## config.mk

```make
export PLATFORM = sky130hd
export DESIGN_NAME = msme_ctrl
export DESIGN_NICKNAME = d
export VERILOG_FILES = /design/src/rtl/core/msme_pkg.sv /design/src/rtl/core/msme_ctrl.sv
export SDC_FILE = /design/constraint.sdc
export NUM_CORES = 1
export LEC_CHECK = 0
export ABC_AREA = 1
export BUFFER_PORTS_ARGS = -buffer_cell sky130_fd_sc_hd__buf_2
export CAP_MARGIN = 20
export CORE_AREA = 2 2 39 41
export CTS_CLUSTER_DIAMETER = 150
export CTS_CLUSTER_SIZE = 16
export DETAILED_ROUTE_END_ITERATION = 8
export DIE_AREA = 0 0 41 43
export PLACE_DENSITY = 0.69
export REMOVE_ABC_BUFFERS = 1
export SYNTH_ARGS = -nofsm -noshare
export SYNTH_HDL_FRONTEND = slang
export SYNTH_SLANG_ARGS = --single-unit
export TNS_END_PERCENT = 1
```

## constraint.sdc

```tcl
create_clock -name clk -period 1 [get_ports clk]
set_input_delay 0.1 -clock clk [delete_from_list [all_inputs] [get_ports clk]]
set_output_delay 0.1 -clock clk [all_outputs]
set_load 0.05 [all_outputs]
```

## src/rtl/core/msme_pkg.sv

```systemverilog
`default_nettype none

package msme_pkg;

  // Command codes of an input transaction. Code three is served as a read.
  localparam logic [1:0] CMD_PUSH = 2'd0;
  localparam logic [1:0] CMD_MOVE = 2'd1;
  localparam logic [1:0] CMD_READ = 2'd2;

  // Result status codes.
  localparam logic [1:0] ST_OK    = 2'd0;
  localparam logic [1:0] ST_UNDER = 2'd1;
  localparam logic [1:0] ST_OVER  = 2'd2;

  typedef logic [1:0] status_t;

  // Commands from the controller to the datapath.
  typedef struct packed {
    logic    load;
    logic    h_rd;
    logic    h_rd_tgt;
    logic    cap_hs;
    logic    cap_hd;
    logic    m_rd;
    logic    m_rd_top;
    logic    m_wr_move;
    logic    m_wr_push;
    logic    h_wr_src;
    logic    h_wr_tgt;
    logic    status_en;
    status_t status_val;
    logic    out_load;
  } msme_dp_cmd_t;

  // Status from the datapath to the controller.
  typedef struct packed {
    logic is_move;
    logic is_push;
    logic bad_idx;
    logic hs_zero;
    logic hd_zero;
    logic hd_full;
    logic cnt_zero;
    logic same;
    logic out_busy;
  } msme_dp_stat_t;

endpackage

`default_nettype wire

```

## src/rtl/core/msme_ctrl.sv

```systemverilog
`default_nettype none

module msme_ctrl import msme_pkg::*; (
  input  wire logic          clk,
  input  wire logic          rst_n,
  input  wire logic          in_valid,
  output logic               in_ready,
  input  wire msme_dp_stat_t stat,
  output msme_dp_cmd_t       cmd
);

  typedef enum logic [3:0] {
    S_IDLE, S_CHK, S_HRS, S_HRT, S_HCAP, S_MCHK, S_MWR,
    S_WB, S_WB2, S_PUSH, S_PHW, S_TOP, S_OUT
  } state_t;

  state_t state_r, state_nxt;

  always_comb begin
    state_nxt = state_r;
    cmd       = '0;
    unique case (state_r)
      S_IDLE: begin
        if (in_valid) begin
          cmd.load  = 1'b1;
          state_nxt = S_CHK;
        end
      end
      S_CHK: begin
        if (stat.bad_idx) begin
          state_nxt = S_OUT;
        end else if (stat.is_move) begin
          state_nxt = S_HRS;
        end else begin
          state_nxt = S_HRT;
        end
      end
      S_HRS: begin
        cmd.h_rd  = 1'b1;
        state_nxt = S_HRT;
      end
      S_HRT: begin
        // The source height read last cycle is captured here.
        cmd.cap_hs   = 1'b1;
        cmd.h_rd     = 1'b1;
        cmd.h_rd_tgt = 1'b1;
        state_nxt    = S_HCAP;
      end
      S_HCAP: begin
        cmd.cap_hd = 1'b1;
        if (stat.is_move) begin
          state_nxt = S_MCHK;
        end else if (stat.is_push) begin
          state_nxt = S_PUSH;
        end else begin
          state_nxt = S_TOP;
        end
      end
      S_MCHK: begin
        if (stat.cnt_zero) begin
          state_nxt = S_WB;
        end else if (stat.hs_zero) begin
          cmd.status_en  = 1'b1;
          cmd.status_val = ST_UNDER;
          state_nxt      = S_WB;
        end else if (stat.same) begin
          // Popping and pushing the same stack leaves it as it is.
          state_nxt = S_WB;
        end else if (stat.hd_full) begin
          cmd.status_en  = 1'b1;
          cmd.status_val = ST_OVER;
          state_nxt      = S_WB;
        end else begin
          cmd.m_rd  = 1'b1;
          state_nxt = S_MWR;
        end
      end
      S_MWR: begin
        cmd.m_wr_move = 1'b1;
        state_nxt     = S_MCHK;
      end
      S_WB: begin
        if (stat.same) begin
          state_nxt = S_TOP;
        end else begin
          cmd.h_wr_src = 1'b1;
          state_nxt    = S_WB2;
        end
      end
      S_WB2: begin
        cmd.h_wr_tgt = 1'b1;
        state_nxt    = S_TOP;
      end
      S_PUSH: begin
        if (stat.hd_full) begin
          cmd.status_en  = 1'b1;
          cmd.status_val = ST_OVER;
          state_nxt      = S_TOP;
        end else begin
          cmd.m_wr_push = 1'b1;
          state_nxt     = S_PHW;
        end
      end
      S_PHW: begin
        cmd.h_wr_tgt = 1'b1;
        state_nxt    = S_TOP;
      end
      S_TOP: begin
        cmd.m_rd_top = 1'b1;
        state_nxt    = S_OUT;
      end
      S_OUT: begin
        if (!stat.out_busy) begin
          cmd.out_load = 1'b1;
          state_nxt    = S_IDLE;
        end
      end
      default: begin
        state_nxt = S_IDLE;
      end
    endcase
  end

  always_ff @(posedge clk) begin
    if (!rst_n) begin
      state_r <= S_IDLE;
    end else begin
      state_r <= state_nxt;
    end
  end

  // No transaction is taken while reset is held.
  assign in_ready = rst_n && (state_r == S_IDLE);

endmodule

`default_nettype wire

```

* Word-level counts from Yosys, hierarchy flattened
Cells that the tools add are included.
** Operators by class
- Equality and inequality tests :: 14
- Reductions and logical operators :: 5
- Multiplexer cells :: 36
** Operator list (count)
- $pmux 4 s12 :: 1
- $mux 4 :: 7
- $eq 4x4->1 const B :: 5
- $mux 1 :: 20
- $eq 4x3->1 const B :: 4
- $mux 3 :: 4
- $eq 4x2->1 const B :: 2
- $mux 2 :: 3
- $pmux 3 s2 :: 1
- $eq 4x1->1 const B :: 1
- $logic_not 4->1 :: 1
- $ne 2x2->1 const B :: 2
- $reduce_or 2->1 :: 2
- $reduce_and 2->1 :: 1
- $logic_and 1x1->1 :: 1
** Word-level totals
- Output and inout port bits :: 16
- Register bits :: 4
- Input port bits :: 12

* Logic depth before layout (Yosys ltp)
- Depth after elaboration :: 5
- Depth in mapped cells :: 9
- Mapped depth without buffers :: 9

* Worst setup path before layout
Ideal clock, no wire load.
- Path kind :: register to output
- From :: reg state_r[0]
- To :: out cmd[3] in the netlist's numbering
- Stages on the path, launching flop included :: 5
- Path buffers :: 0
- Arrival :: 1.933 ns
- Path slack :: -1.033 ns
- Path through :: dfxtp_1 > inv_1 > nor2_2 > nand2_1 > o31ai_1
** RTL lines
- start: declaration :: RTL line msme_ctrl.sv:17 : state_t state_r, state_nxt;
- start signal: assignment :: RTL line msme_ctrl.sv:128 : state_r <= state_nxt;
- end: declaration :: RTL line msme_ctrl.sv:9 : output msme_dp_cmd_t cmd

==> key figures <==
Cells and area
  – Cell area after layout: 956 um^2
  – Number of flip-flops in the largest register: 4
  – Top flop regs: state_r x4
  – Share of the core filled with cells: 0.691
  – Post-layout instance count excluding filler cells: 147
  – Syn-to-layout area delta: 104%
  – Number of nets in the finished design: 145
  – ANT cells: 0
  – Register bank with the most flops: state_r
  – Proportion of layout cells with a drive suffix above 1: 0.603
  – Filler Cell Count: 108

Yosys
  – Flip-flop cell with the highest count after synthesis: dfxtp_1
  – Largest area contributor in the netlist: nand2_1
  – Synth Area per Inst: 5.16 um^2
  – Register bit total from synthesis: 4
  – Area share of the largest cell type after synthesis: 0.224
  – Most common library cells after synthesis: nand2_1, nor2_1, inv_1
  – Top-count cell post-synth: nand2_1
  – Portion of the post-synthesis area used by sequential elements: 0.171
  – Ys Warns: 0
  – Mapped Area: 469 um^2
  – Leading post-synthesis cells by cell area: nand2_1, dfxtp_1, nor2_1, inv_1, nor2_2
  – FFs w/ async S/R, synth: 0
  – Count of mapped cells out of synthesis: 91
  – Count of cell types in the netlist: 18
  – Count of flip-flops with a built-in enable after synthesis: 0

Route
  – Drt first pass iters: 4
  – Number of vias after detailed routing: 718
  – Wire length per cell after detailed routing: 12.3 um
  – Number of vias per cell after detailed routing: 4.88
  – Detailed router's first-iteration violation count: 10
  – DRT Wirelength: 1.81 mm
  – DRC violation count after routing: 0
  – Post-DRT Antenna Nets: 0

Worst hold path
  – Kind of path behind the tightest hold check: input pin to register
  – Hold_sp: rst_n
  – Endpoint of the worst hold path: state_r[3]
  – Depth of the worst hold-timing path: 3

Clock tree
  – Reg clk slew, reported paths: 40 ps
  – Number of hold buffers added after CTS: 0
  – Number of levels the H-tree was split into: 1
  – Clock latency on the worst-skew pair: 230 ps
  – TritonCTS clock tree: done
  – Root Buffer Master: clkbuf_4
  – Number of buffers added by the clock tree synthesis step: 3
  – Largest buffer count on any clock path: 2
  – Clock sink total: 4

Run status
  – Violations in the final reports: negative setup slack
  – Outcome: complete, but fails checks

Power
  – Leakage power of the design: 0.000506 uW
  – PwrDens: 2500 nW/um^2
  – Switching share of total power: 0.550
  – Combinational share of power: 0.795
  – Internal Pwr Total: 1080 uW
  – Worst ir drop on vdd: 1.82 mV
  – Clock power frac: 0.079
  – Power spent charging and discharging nets: 1310 uW
  – Sequential group share of total power: 0.126

Setup path
  – Register-to-Register Setup Slack: -260 ps
  – Data arrival time of the critical path: 1250 ps
  – Cell depth of the worst setup path: 5
  – Most common cell on crit path: buf_6
  – Required time worst endpoint: 900 ps
  – Cells along the critical path: buf_6 > nor2_4 > nand3_4 > o31ai_4 > buf_6
  – Cell with the biggest individual delay on the critical path: dfxtp_2
  – CP startpoint kind: register
  – Class of the most critical setup path: register to primary output
  – Launch point of the worst reg-to-reg path: state_r[2]
  – CP top delay family: buffers and inverters
  – Critical Path Fanout Max: 6
  – Worst-case reg-to-reg path depth: 9
  – Worst r2r dst: state_r[0]
  – Critical Path Max Stage Delay: 320 ps
  – Type of destination of the critical path: primary output
  – Buf+Inv Stages, Crit Path: 2

Floorplanning
  – Area of the die: 1760 um^2
  – Placement Rows: 14
  – CORE AREA: 1380 um^2
  – Vert. Die Dim: 43 um
  – Die Width: 41 um
  – Starting Density: 0.339
  – I/O pins: 28

STA
  – Count of final max-slew check failures: 0
  – Achievable clock frequency: 741 MHz
  – Worst-case hold slack: 80.4 ps
  – Period minus WS final: 1350 ps
  – Final WS setup: -349 ps
  – Measured slew at the worst slew-check pin: 261 ps
  – Setup repair after global routing missed its margin: yes
  – Post-Route Skew: 5.40 ps
  – Number of failing setup endpoints in the final timing report: 20
  – Hold violation count in the final report: 0
  – Crit share post-route: 1.35
  – Max-Slew Margin vs Limit: 0.826

Global routing
  – Number of global-route vias before repair: 680
  – GRT Overall Usage: 0.221
  – Maximum number of pins on one net before global-route repair: 7
  – Initial antenna violation count: 0
  – Global-route wire length before repair: 2.70 mm
  – Overall overflow remaining after global route: 0

Place
  – Instance count after placement with tap cells included: 141
  – Detail Placement HPWL: 1.19 mm
  – Count of buffers inserted at the top-level ports: 26
  – Routability cong.: 0.863
  – Setup Slack @ Placement: -269 ps
  – Dpl cell area: 679 um^2

Flow run
  – Number of max-cap violations: 0
-- how the worst max path moves through the flow --
stage,start,end,slack (ps)
global placement,state_r[0],cmd[3],-250
finish,state_r[2],cmd[3],-350
detailed placement,state_r[0],cmd[3],-270
floorplan,state_r[0],cmd[3],-1030
CTS,state_r[0],cmd[3],-360
global route,state_r[2],cmd[3],-410
-- tightest hold or removal path: cells and delay by family --
kind                   cells  cell delay [ps]
buffers and inverters      2              140
and+or+nand+nor            1               50
-- cells in the final DEF (no fill, tap or decap), types with 2 or more instances in the layout --
master / count
nor2_4: 6
buf_2: 10
inv_1: 8
nand2_2: 6
nand4_1: 2
clkbuf_4: 3
nand2_1: 22
nand2_4: 2
buf_4: 10
dfxtp_2: 3
inv_2: 8
o211ai_1: 2
nor3_2: 2
nor2_2: 6
nor2_1: 11
buf_6: 17
nand3_1: 3
-- power groups by stage --
stage / sequential [uW] / combinational (uW) / clock, uW
finish: 301 / 1900 / 190
global route: 308 / 2030 / 214
CTS: 298 / 1770 / 196
detailed placement: 272 / 1410 / 0
global placement: 269 / 1410 / 0
floorplan: 299 / 938 / 0
-- what timing repair did --
action                                  in CTS  in global routing
setup buffers                                2                  1
resized for setup                           58                 16
endpoints found under the setup margin      20                 20
pin swaps                                    8                  8
-- metal layers --
| metal | global-route usage | vias to the layer above | wire length (um) |
|---|---|---|---|
| met4 | 0.0467 | 0 | 0 |
| met1 | 0.267 | 319 | 739 |
| met2 | 0.375 | 27 | 994 |
| met3 | 0.0524 | 0 | 77 |
| li1 | - | 372 | - |
| met5 | 0 | - | 0 |
-- metrics by stage --
stage          power, uW  TNS, ps
5_1_grt             2550    -6550
6_report            2390    -5260
4_1_cts             2270    -5280
2_1_floorplan       1240    -8560
3_5_place_dp        1690    -3030
3_3_place_gp        1680    -2910
-- cells by family after synthesis --
logic type             Yosys count  share of synthesized area
flip-flops                       4                      0.171
buffers and inverters           17                      0.144
AO/OA/AOI/OAI                    6                     0.0800
AND/OR/NAND/NOR                 64                      0.605
-- layout make-up --
class                           count  area, um^2  area share
Clock buffer                        3        22.5      0.0236
Timing Repair Buffer               38         332       0.347
Sequential cell                     4        87.6      0.0916
Tap cell                           16        20.0      0.0209
Inverter                           16        60.1      0.0628
Multi-Input combinational cell     70         434       0.454
Power figures use the tool's default switching activity.
